$ cat src/rtl/core/lru_key_value_cache_top_defines.svh
// Assertion macros shared by the cache RTL.
`ifndef LRU_KEY_VALUE_CACHE_TOP_DEFINES_SVH
`define LRU_KEY_VALUE_CACHE_TOP_DEFINES_SVH
`ifndef SYNTHESIS
`define LKVC_ASSERT_NOW(label, ante, cons) \
  label: assert property (@(posedge clk_i) disable iff (!rst_ni) (ante) |-> (cons)) \
    else $error("lkvc assertion failed");
`define LKVC_ASSERT_NEXT(label, ante, cons) \
  label: assert property (@(posedge clk_i) disable iff (!rst_ni) (ante) |=> (cons)) \
    else $error("lkvc assertion failed");
`else
`define LKVC_ASSERT_NOW(label, ante, cons)
`define LKVC_ASSERT_NEXT(label, ante, cons)
`endif
`endif

$ cat src/rtl/core/lkvc_pkg.sv
`default_nettype none
package lkvc_pkg;
  localparam int KEY_W  = 16;
  localparam int DATA_W = 32;
  localparam int CAP_W  = 5;
  localparam logic [CAP_W-1:0] CAP_RESET = 5'd16;

  localparam logic OP_GET = 1'b0;
  localparam logic OP_PUT = 1'b1;

  typedef struct packed {
    logic cmp_en;
    logic clear;
    logic upd;
  } cell_ctrl_t;
endpackage
`default_nettype wire

$ cat src/rtl/core/lkvc_req_if.sv
`default_nettype none
interface lkvc_req_if;
  logic                                 valid;
  logic                                 ready;
  logic                                 opcode;
  logic [lkvc_pkg::KEY_W-1:0]           key;
  logic signed [lkvc_pkg::DATA_W-1:0]   data_in;
  modport source (output valid, opcode, key, data_in, input ready);
  modport sink (input valid, opcode, key, data_in, output ready);
endinterface
`default_nettype wire

$ cat src/rtl/core/lkvc_rsp_if.sv
`default_nettype none
interface lkvc_rsp_if;
  logic                                 valid;
  logic                                 ready;
  logic                                 hit;
  logic signed [lkvc_pkg::DATA_W-1:0]   data_out;
  modport source (output valid, hit, data_out, input ready);
  modport sink (input valid, hit, data_out, output ready);
endinterface
`default_nettype wire

$ cat src/rtl/core/lkvc_cfg_if.sv
`default_nettype none
interface lkvc_cfg_if;
  logic                         valid;
  logic                         ready;
  logic [lkvc_pkg::CAP_W-1:0]   capacity;
  modport source (output valid, capacity, input ready);
  modport sink (input valid, capacity, output ready);
endinterface
`default_nettype wire

$ cat src/rtl/core/lru_key_value_cache_top.sv
// Channel  Dir  Word
// req_i    in   opcode, key, data_in
// rsp_o    out  hit, data_out
// cfg_i    in   capacity
//
// An accepted item first latches a key compare in every cell of the chain; the update
// step then shifts entries back to put a hit or put entry at the front and loads the result register.
// A result waiting in the output register holds the update step, so no new item is taken.
// Reset leaves the cache empty with capacity 16; the configuration channel is always ready
// and a write empties the cache.
`default_nettype none
`include "lru_key_value_cache_top_defines.svh"
module lru_key_value_cache_top #(
  parameter int ENTRIES    = 16,
  parameter int KEY_BITS   = 16,
  parameter int VALUE_BITS = 32
) (
  input  wire      clk_i,
  input  wire      rst_ni,
  lkvc_req_if.sink   req_i,
  lkvc_rsp_if.source rsp_o,
  lkvc_cfg_if.sink   cfg_i
);

  localparam int KeyW = (KEY_BITS < lkvc_pkg::KEY_W) ? KEY_BITS : lkvc_pkg::KEY_W;
  localparam int CntW = $clog2(ENTRIES + 1);

  localparam logic StIdle = 1'b0;
  localparam logic StUpd  = 1'b1;

  logic                       state_q, state_d;
  logic                       op_q;
  logic [KeyW-1:0]            key_q;
  logic [VALUE_BITS-1:0]      data_q;
  logic [lkvc_pkg::CAP_W-1:0] cap_q;
  logic                       out_valid_q;
  logic                       hit_q;
  logic [lkvc_pkg::DATA_W-1:0] data_out_q;

  logic                       accept;
  logic                       upd_go;
  logic [CntW-1:0]            eff_cap;
  lkvc_pkg::cell_ctrl_t       ctrl;

  logic [ENTRIES-1:0]         valid_vec;
  logic [ENTRIES-1:0]         match_vec;
  logic [ENTRIES-1:0]         shift_vec;
  logic [KeyW-1:0]            key_arr [ENTRIES];
  logic [VALUE_BITS-1:0]      val_arr [ENTRIES];
  logic [VALUE_BITS-1:0]      hit_val;
  logic [VALUE_BITS-1:0]      front_val;
  logic                       hit_any;

  assign req_i.ready = (state_q == StIdle);
  assign cfg_i.ready = 1'b1;
  assign accept      = req_i.valid && req_i.ready;
  assign upd_go      = (state_q == StUpd) && (!out_valid_q || rsp_o.ready);

  assign ctrl.cmp_en = accept;
  assign ctrl.clear  = cfg_i.valid;
  assign ctrl.upd    = upd_go;

  always_comb begin
    if (cap_q == '0) begin
      eff_cap = CntW'(1);
    end else if (int'(cap_q) > ENTRIES) begin
      eff_cap = CntW'(ENTRIES);
    end else begin
      eff_cap = CntW'(cap_q);
    end
  end

  always_comb begin
    state_d = state_q;
    case (state_q)
      StIdle: begin
        if (accept) begin
          state_d = StUpd;
        end
      end
      StUpd: begin
        if (upd_go) begin
          state_d = StIdle;
        end
      end
      default: state_d = StIdle;
    endcase
  end

  always_ff @(posedge clk_i or negedge rst_ni) begin
    if (!rst_ni) begin
      state_q     <= StIdle;
      cap_q       <= lkvc_pkg::CAP_RESET;
      out_valid_q <= 1'b0;
    end else begin
      state_q <= state_d;
      if (cfg_i.valid) begin
        cap_q <= cfg_i.capacity;
      end
      if (upd_go) begin
        out_valid_q <= 1'b1;
      end else if (rsp_o.ready) begin
        out_valid_q <= 1'b0;
      end
    end
  end

  always_ff @(posedge clk_i) begin
    if (accept) begin
      op_q   <= req_i.opcode;
      key_q  <= req_i.key[KeyW-1:0];
      data_q <= VALUE_BITS'(req_i.data_in);
    end
    if (upd_go) begin
      hit_q <= hit_any;
      if (op_q == lkvc_pkg::OP_PUT) begin
        data_out_q <= '0;
      end else if (hit_any) begin
        data_out_q <= lkvc_pkg::DATA_W'($signed(hit_val));
      end else begin
        data_out_q <= '1;
      end
    end
  end

  assign rsp_o.valid    = out_valid_q;
  assign rsp_o.hit      = hit_q;
  assign rsp_o.data_out = data_out_q;

  always_comb begin
    hit_val = '0;
    for (int i = 0; i < ENTRIES; i++) begin
      hit_val = hit_val | ({VALUE_BITS{match_vec[i]}} & val_arr[i]);
    end
  end

  assign hit_any   = |match_vec;
  assign front_val = (op_q == lkvc_pkg::OP_PUT) ? data_q : hit_val;

  // A hit moves every entry in front of the matching cell back by one; a put of a new
  // key moves the whole list back, dropping the oldest entry at the capacity edge.
  always_comb begin
    for (int i = 0; i < ENTRIES; i++) begin
      if (hit_any) begin
        shift_vec[i] = |(match_vec >> i);
      end else if (op_q == lkvc_pkg::OP_PUT) begin
        shift_vec[i] = CntW'(i) < eff_cap;
      end else begin
        shift_vec[i] = 1'b0;
      end
    end
  end

  for (genvar g = 0; g < ENTRIES; g++) begin : g_cell
    logic                  prev_valid;
    logic [KeyW-1:0]       prev_key;
    logic [VALUE_BITS-1:0] prev_value;

    if (g == 0) begin : g_front
      assign prev_valid = 1'b1;
      assign prev_key   = key_q;
      assign prev_value = front_val;
    end else begin : g_link
      assign prev_valid = valid_vec[g-1];
      assign prev_key   = key_arr[g-1];
      assign prev_value = val_arr[g-1];
    end

    lkvc_cell #(
      .KEY_W (KeyW),
      .VAL_W (VALUE_BITS)
    ) u_cell (
      .clk_i        (clk_i),
      .rst_ni       (rst_ni),
      .ctrl_i       (ctrl),
      .shift_i      (shift_vec[g]),
      .cmp_key_i    (req_i.key[KeyW-1:0]),
      .prev_valid_i (prev_valid),
      .prev_key_i   (prev_key),
      .prev_value_i (prev_value),
      .valid_o      (valid_vec[g]),
      .key_o        (key_arr[g]),
      .value_o      (val_arr[g]),
      .match_o      (match_vec[g])
    );
  end

  // Valid entries always fill the front of the chain without gaps.
  `LKVC_ASSERT_NOW(a_valid_packed, 1'b1, (ENTRIES'(valid_vec + 1'b1) & valid_vec) == '0)
  `LKVC_ASSERT_NOW(a_match_unique, 1'b1, $onehot0(match_vec))
  `LKVC_ASSERT_NOW(a_within_cap, 1'b1, $countones(valid_vec) <= int'(eff_cap))
  `LKVC_ASSERT_NEXT(a_accept_busy, accept, !req_i.ready)

endmodule
`default_nettype wire

$ cat src/rtl/core/lkvc_cell.sv
`default_nettype none
module lkvc_cell #(
  parameter int KEY_W = 16,
  parameter int VAL_W = 32
) (
  input  wire                  clk_i,
  input  wire                  rst_ni,
  input  lkvc_pkg::cell_ctrl_t ctrl_i,
  input  wire                  shift_i,
  input  wire [KEY_W-1:0]      cmp_key_i,
  input  wire                  prev_valid_i,
  input  wire [KEY_W-1:0]      prev_key_i,
  input  wire [VAL_W-1:0]      prev_value_i,
  output logic                 valid_o,
  output logic [KEY_W-1:0]     key_o,
  output logic [VAL_W-1:0]     value_o,
  output logic                 match_o
);

  logic             valid_q;
  logic             match_q;
  logic [KEY_W-1:0] key_q;
  logic [VAL_W-1:0] value_q;

  always_ff @(posedge clk_i or negedge rst_ni) begin
    if (!rst_ni) begin
      valid_q <= 1'b0;
      match_q <= 1'b0;
    end else begin
      if (ctrl_i.clear) begin
        valid_q <= 1'b0;
      end else if (ctrl_i.upd && shift_i) begin
        valid_q <= prev_valid_i;
      end
      if (ctrl_i.cmp_en) begin
        match_q <= valid_q && (key_q == cmp_key_i);
      end
    end
  end

  always_ff @(posedge clk_i) begin
    if (ctrl_i.upd && shift_i) begin
      key_q   <= prev_key_i;
      value_q <= prev_value_i;
    end
  end

  assign valid_o = valid_q;
  assign key_o   = key_q;
  assign value_o = value_q;
  assign match_o = match_q;

endmodule
`default_nettype wire
$ cat src/flat_wrapper.sv
// flat-port wrapper written by rule: the top's interface ports become plain ports
module lru_key_value_cache_top_flat 
#(
  parameter int ENTRIES    = 16,
  parameter int KEY_BITS   = 16,
  parameter int VALUE_BITS = 32
)
  (clk_i, rst_ni, req_i_valid, req_i_opcode, req_i_key, req_i_data_in, req_i_ready, rsp_o_valid, rsp_o_hit, rsp_o_data_out, rsp_o_ready, cfg_i_valid, cfg_i_capacity, cfg_i_ready);
  lkvc_req_if req_i_i ();
  lkvc_rsp_if rsp_o_i ();
  lkvc_cfg_if cfg_i_i ();
  input  wire clk_i;
  input  wire rst_ni;
  input wire logic [$bits(req_i_i.valid)-1:0] req_i_valid;
  input wire logic [$bits(req_i_i.opcode)-1:0] req_i_opcode;
  input wire logic [$bits(req_i_i.key)-1:0] req_i_key;
  input wire logic [$bits(req_i_i.data_in)-1:0] req_i_data_in;
  output wire logic [$bits(req_i_i.ready)-1:0] req_i_ready;
  output wire logic [$bits(rsp_o_i.valid)-1:0] rsp_o_valid;
  output wire logic [$bits(rsp_o_i.hit)-1:0] rsp_o_hit;
  output wire logic [$bits(rsp_o_i.data_out)-1:0] rsp_o_data_out;
  input wire logic [$bits(rsp_o_i.ready)-1:0] rsp_o_ready;
  input wire logic [$bits(cfg_i_i.valid)-1:0] cfg_i_valid;
  input wire logic [$bits(cfg_i_i.capacity)-1:0] cfg_i_capacity;
  output wire logic [$bits(cfg_i_i.ready)-1:0] cfg_i_ready;
  assign req_i_i.valid = req_i_valid;
  assign req_i_i.opcode = req_i_opcode;
  assign req_i_i.key = req_i_key;
  assign req_i_i.data_in = req_i_data_in;
  assign req_i_ready = req_i_i.ready;
  assign rsp_o_valid = rsp_o_i.valid;
  assign rsp_o_hit = rsp_o_i.hit;
  assign rsp_o_data_out = rsp_o_i.data_out;
  assign rsp_o_i.ready = rsp_o_ready;
  assign cfg_i_i.valid = cfg_i_valid;
  assign cfg_i_i.capacity = cfg_i_capacity;
  assign cfg_i_ready = cfg_i_i.ready;
  lru_key_value_cache_top #(.ENTRIES(ENTRIES), .KEY_BITS(KEY_BITS), .VALUE_BITS(VALUE_BITS)) u_core (.clk_i(clk_i), .rst_ni(rst_ni), .req_i(req_i_i), .rsp_o(rsp_o_i), .cfg_i(cfg_i_i));
endmodule
$ cat config.mk
export PLATFORM = sky130hd
export DESIGN_NAME = lru_key_value_cache_top_flat
export DESIGN_NICKNAME = d
export VERILOG_FILES = /design/src/rtl/core/lkvc_pkg.sv /design/src/rtl/core/lkvc_req_if.sv /design/src/rtl/core/lkvc_rsp_if.sv /design/src/rtl/core/lkvc_cfg_if.sv /design/src/rtl/core/lru_key_value_cache_top.sv /design/src/rtl/core/lkvc_cell.sv /design/src/flat_wrapper.sv
export VERILOG_INCLUDE_DIRS = /design/src /design/src/rtl/core
export SDC_FILE = /design/constraint.sdc
export NUM_CORES = 1
export LEC_CHECK = 0
export BUFFER_PORTS_ARGS = -buffer_cell sky130_fd_sc_hd__buf_2
export CAP_MARGIN = 10
export CORE_AREA = 5 5 231 345
export CTS_CLUSTER_DIAMETER = 40
export DETAILED_ROUTE_END_ITERATION = 12
export DIE_AREA = 0 0 236 350
export PLACE_DENSITY = 0.69
export SLEW_MARGIN = 20
export SYNTH_ARGS = -nofsm -noshare
export SYNTH_HDL_FRONTEND = slang
export SYNTH_SLANG_ARGS = --single-unit
$ cat constraint.sdc
create_clock -name clk_i -period 11 [get_ports clk_i]
set_input_delay 1.1 -clock clk_i [delete_from_list [all_inputs] [get_ports clk_i]]
set_output_delay 1.1 -clock clk_i [all_outputs]
set_load 0.01 [all_outputs]
# Word-level counts from Yosys, hierarchy flattened
# Index checks and enable logic that the tools add are counted.
# word_totals
reg_bits,889
# classes
magnitude_cmp,17
mux,73
bitwise,32
reduce_logical,69
n_eq_ne,16
# op_table
cell,n
bitwise AND 32 bit,16
bitwise OR 32 bit,15
equality test 16 bit,16
two-way mux 1 bit,68
two-way mux 32 bit,2
less-than comparator 4 x 5 -> 1 bit (first input constant),8
logical AND 1 bit,34
nonzero test 2 bit,17
less-than comparator 3 x 5 -> 1 bit (first input constant),4
OR reduction 16 bit,1
OR reduction 15 bit,1
OR reduction 14 bit,1
OR reduction 13 bit,1
OR reduction 12 bit,1
OR reduction 11 bit,1
less-than comparator 1 x 5 -> 1 bit (first input constant),2
less-than comparator 2 x 5 -> 1 bit (first input constant),2
two-way mux 5 bit,2
OR reduction 10 bit,1
OR reduction 9 bit,1
OR reduction 8 bit,1
OR reduction 7 bit,1
OR reduction 6 bit,1
greater-than comparator 5 bit (second input constant),1
other kinds (9),9

# Depth between registers and ports, before layout
# logic_depth
depth_word,17
depth_mapped,9
depth_no_buf,6

# Cells and area by module
# A second synthesis with hierarchy kept.
# unflattened
cells_unflattened,1855
hier_area_um2,33817.4
# modules_own_cells
mod,area_each_um2,seq_area_each_um2,n_inst,cells_per_inst
lkvc_cell,1702.9,1491.4,16,77
lru_key_value_cache_top,6571.3,2638.8,1,623

# Least setup slack after synthesis
# No wires, ideal clock.
# synth_path
path_kind,in2reg
start,input rsp_o_ready
end,register u_core.g_cell[4].u_cell.valid_q
setup_time_ns,0.330
path_slack_ns,5.121
path_buffers,1
stages,5
arrival_ns,5.549
path_cell_list,nand2b_1 -> nand2_1 -> clkbuf_1 -> a221oi_1 -> o21ai_0
# synth_via
elab_chain_len,4
# synth_lines
element,line_no,source
"start, declared",flat_wrapper.sv:22,input wire logic [$bits(rsp_o_i.ready)-1:0] rsp_o_ready;
logical OR 1 bit,lru_key_value_cache_top.sv:57,assign upd_go = (state_q == StUpd) && (!out_valid_q || rsp_o.ready);
logical AND 1 bit,lru_key_value_cache_top.sv:57,
logical AND 1 bit,lkvc_cell.sv:32,end else if (ctrl_i.upd && shift_i) begin
nonzero test 2 bit (no line),-,
"end signal, assigned",lkvc_cell.sv:33,valid_q <= prev_valid_i;
"end, declared",lkvc_cell.sv:20,logic valid_q;
# Every way passes these cells.
# A chain may end at the register's enable or synchronous reset.

# Worst setup path after layout
# layout_path
start,register u_core.g_cell[0].u_cell.match_q
end,register u_core.g_cell[5].u_cell.value_q[30] (enable)
# layout_via
elab_chain_len,3
# layout_lines
element,line_no,source
"start, declared",lkvc_cell.sv:21,logic match_q;
"start signal, assigned",lkvc_cell.sv:36,match_q <= valid_q && (key_q == cmp_key_i);
OR reduction 16 bit,lru_key_value_cache_top.sv:137,assign hit_any = |match_vec;
two-way mux 1 bit,lru_key_value_cache_top.sv:144,if (hit_any) begin
logical AND 1 bit,lkvc_cell.sv:42,if (ctrl_i.upd && shift_i) begin
"end signal, assigned",lkvc_cell.sv:44,value_q <= prev_value_i;
"end, declared",lkvc_cell.sv:23,logic [VAL_W-1:0] value_q;
# Every way passes these cells.

==> key figures <==
Outcome
  – Outcome: completed

Drt
  – Highest routed layer: met4
  – Post-route DRC: 0
  – First-pass DRT Iterations: 5
  – Final WL: 91.94 mm
  – Avg WL per Cell: approximately 29 um
  – Via count: 19,180
  – Via density: 6.126
  – Antenna viol nets, final: 0
  – Met3 WL: ~8.6 mm
  – Met2 Wirelength: ~47 mm
  – Drt first-iter violations: about 2,200
  – Met1 WL: 31.94 mm

Placement
  – Area after DPL: 0.03559 sq mm
  – DP Wirelength: 53.49 mm
  – Setup WS pre-CTS: 6.589 ns
  – IO Port Bufs: 93
  – Placer Congestion: 0.8821
  – Placed cells: 2,966

Timing
  – Final period util: 0.4035
  – Minimum clock period: 4.439 ns
  – Final Hold Slack: around 0.42 ns
  – Final hold violations: 0
  – Max Clk Rate: ~230 MHz
  – Slew @ Worst Pin: around 1.1 ns
  – Final setup viols: 0
  – Setup TNS: 0 ns
  – RSZ-0062 raised after global routing: no
  – Worst rel slew slack: 0.2896
  – Max-slew violation count: 0
  – Worst Skew: roughly 0.03 ns
  – Min setup slack post-route: 6.561 ns

Finish
  – Fin area: slightly below 0.04 sq mm
  – Final core occ: 0.5070
  – Nets: 2,108
  – Share of layout cells above drive strength 1: 0.1451
  – Final std cells w/o fill: between 3,000 and 4,000
  – Sequential Area: 0.02651 sq mm
  – Fillers: 6,057
  – Area occupied by multi-input gates: between 0.006 and 0.007 sq mm
  – Ant diodes: 0
  – Layout area overhead: 13.93%

Yosys
  – Share of the yosys chip area belonging to registers: 0.7817
  – Flops & latches, synth: 889
  – Async SR Flop Fraction: 0.04387
  – Syn_nets: ~2,000
  – Ys flop type: edfxtp_1
  – Synthesized instance count: just under 2,000
  – Synth Warn #: 0
  – Netlist Area Pre-Place: around 0.034 sq mm
  – Synth cell types: 53
  – Post-synth EDFFs: 850
  – Syn avg cell area: about 17 sq um

Floorplanning
  – Die Area: 0.08260 sq mm
  – Top-level I/O count: 95
  – FP Rows: 124
  – Die X-Extent: approximately 240 um
  – Initial Utilization: 0.4450
  – Die Y: 350 um
  – CORE AREA: 0.07618 sq mm

Pwr
  – Switching power: 1.751 mW
  – PwrDens: around 200 mW/mm^2
  – Sequential Power Share: 0.536
  – Gate power share: 0.053
  – Tot Pwr: 7.652 mW
  – Int Pwr: 5.901 mW
  – Maximum VDD drop: 0.1172 mV
  – Leakage: around 13 nW
  – Switching Fraction: 0.2289
  – Clock share of power: 0.411

Critical path
  – Critical path type: reg2reg
  – Critical Path Source Type: flop
  – CP Data Required Time: 11.27 ns
  – WP data arrival: between 4 and 5 ns
  – Crit-path max FO: 38
  – Depth of the worst register-to-register path: 7
  – Crit. End Element: flop

Global route
  – Vias in the first global route: 20,150
  – First-pass GRT wire length: 133.1 mm
  – Total global routing overflow: 0
  – Initial antenna violation count: 0
  – Overall Global Routing Usage: 0.2162
  – Largest net degree at the start of global routing: 67

Clock tree
  – Max clock buf depth: 3
  – Number of post-CTS setup repair buffers: 0
  – H-Tree Depth: 3
  – Post-CTS Hold Buffers: 0
  – Clk root buf: clkbuf_16
  – CTS clk-pin slew, worst paths: 0.06 ns
  – Clk sinks: between 800 and 900
  – CTS tree: built
  – TritonCTS Buffers: 89
  – Cts repair resizes: 0
  – Clock latency on the worst-skew pair: 0.64 ns

Hold path
  – Hold Crit Depth: 0
  – Hold Path Class: reg2reg

Job
  – Max-Cap Viols: 0
-- worst max-delay path, stage by stage, from the launching register on --
cell	delay (ns)
dfrtp_1	0.34
buf_4	0.54
nor4_4	0.19
and4_1	0.41
inv_2	0.79
o21ai_1	0.34
a31oi_4	0.84
buf_4	0.56
-- flip-flops by register name, summed over array words and instances (netlist names) --
signal / flops
u_core.cap_q: 5
u_core.rsp_o.data_out: 32
u_core.op_q: 1
u_core.g_cell.u_cell.match_o: 16
u_core.g_cell.prev_key: 16
u_core.g_cell.u_cell.valid_o: 16
u_core.rsp_o.valid: 1
u_core.state_q: 1
u_core.rsp_o.hit: 1
u_core.g_cell.u_cell.value_o: 512
u_core.data_q: 32
u_core.g_cell.u_cell.key_o: 256
-- cells in the mapped netlist (2+ instances only) --
cell type | count | area [sq um]
buf_1 | 22 | 82.58
inv_1 | 38 | 142.6
xor2_1 | 55 | 481.7
nor2_1 | 43 | 161.4
nor4_4 | 2 | 42.54
a31oi_1 | 4 | 25.02
and3_1 | 3 | 18.77
nor3_1 | 19 | 95.09
nand2_1 | 5 | 18.77
nand4_1 | 46 | 287.8
mux2_2 | 5 | 56.30
or4_1 | 4 | 30.03
a22o_1 | 78 | 683.2
buf_4 | 3 | 22.52
a21o_1 | 2 | 15.01
xnor2_1 | 201 | 1760
a221oi_1 | 66 | 578.1
a21oi_1 | 39 | 195.2
o21ai_0 | 9 | 45.04
mux2i_1 | 45 | 450.4
buf_6 | 2 | 22.52
a211oi_1 | 2 | 15.01
nand3_1 | 82 | 410.4
a22oi_1 | 128 | 960.9
buf_2 | 18 | 90.09
o31ai_1 | 2 | 15.01
clkbuf_1 | 74 | 277.8
nand2b_1 | 15 | 93.84
nor4_1 | 21 | 131.4
edfxtp_1 | 850 | 25520
o31a_1 | 2 | 17.52
nand3b_1 | 2 | 15.01
dfrtp_1 | 38 | 950.9
-- layer usage --
metal	GRT usage	vias to the layer above
li1	-	7870
met1	0.2582	9712
met2	0.3807	1317
met3	0.03713	283
met4	0.1063	0
met5	0	-
-- cells by family (layout without fill, tap and decap cells) --
family,after synthesis,in the layout,share of synthesized area
AND/OR/NAND/NOR,249,249,0.04027
flip-flops,889,889,0.7817
buffers and inverters,158,336,0.01893
multiplexers,50,50,0.01495
AO/OA/AOI/OAI,342,342,0.07787
other,1,1,0.0001106
XOR/XNOR,256,256,0.06614
-- placed cells by master, fill, tap and decap left out, types with 21 or more instances in the layout --
cell type	n
a22oi_1	128
clkbuf_16	92
buf_2	92
dfrtp_1	35
edfxtp_1	850
nor4_1	21
nand3_1	82
xor2_1	55
a22o_1	78
buf_4	40
a21oi_1	35
inv_1	35
nor2_1	42
a221oi_1	64
mux2i_1	45
nand4_1	46
xnor2_1	201
-- worst paths after layout --
path,slack [ns],start,to
max,6.56,u_core.g_cell[0].u_cell.match_o$_DFFE_PN0P_,u_core.g_cell[5].u_cell.value_o[30]$_DFFE_PP_
min,0.42,u_core.g_cell[0].prev_key[15]$_DFFE_PP_,u_core.g_cell[0].u_cell.key_o[15]$_DFFE_PP_
max reg2reg,6.56,u_core.g_cell[0].u_cell.match_o$_DFFE_PN0P_,u_core.g_cell[5].u_cell.value_o[30]$_DFFE_PP_
min reg2reg,0.42,u_core.g_cell[0].prev_key[15]$_DFFE_PP_,u_core.g_cell[0].u_cell.key_o[15]$_DFFE_PP_
max in group asynchronous,10.10,rst_ni,u_core.g_cell[3].u_cell.match_o$_DFFE_PN0P_
min in group asynchronous,0.44,rst_ni,u_core.rsp_o.valid$_DFFE_PN0P_
-- layout make-up --
cell class | instances | area share
clock inverters | 60 | 0.01736
clock buffers | 105 | 0.06113
well taps | 1008 | 0.03265
repair buffers | 132 | 0.01970
flip-flops and latches | 889 | 0.6863
inverters | 39 | 0.003823
multi-input cells | 898 | 0.1791
-- power groups by stage --
stage / Combinational (mW) / Clock (mW) / Sequential (mW)
2_1_floorplan: 0.229 / 0 / 4.13
3_3_place_gp: 0.399 / 0 / 4.16
3_5_place_dp: 0.407 / 0 / 4.16
4_1_cts: 0.409 / 3.18 / 4.10
5_1_grt: 0.428 / 3.32 / 4.11
6_report: 0.404 / 3.15 / 4.10
Power figures use the tool's default switching activity.
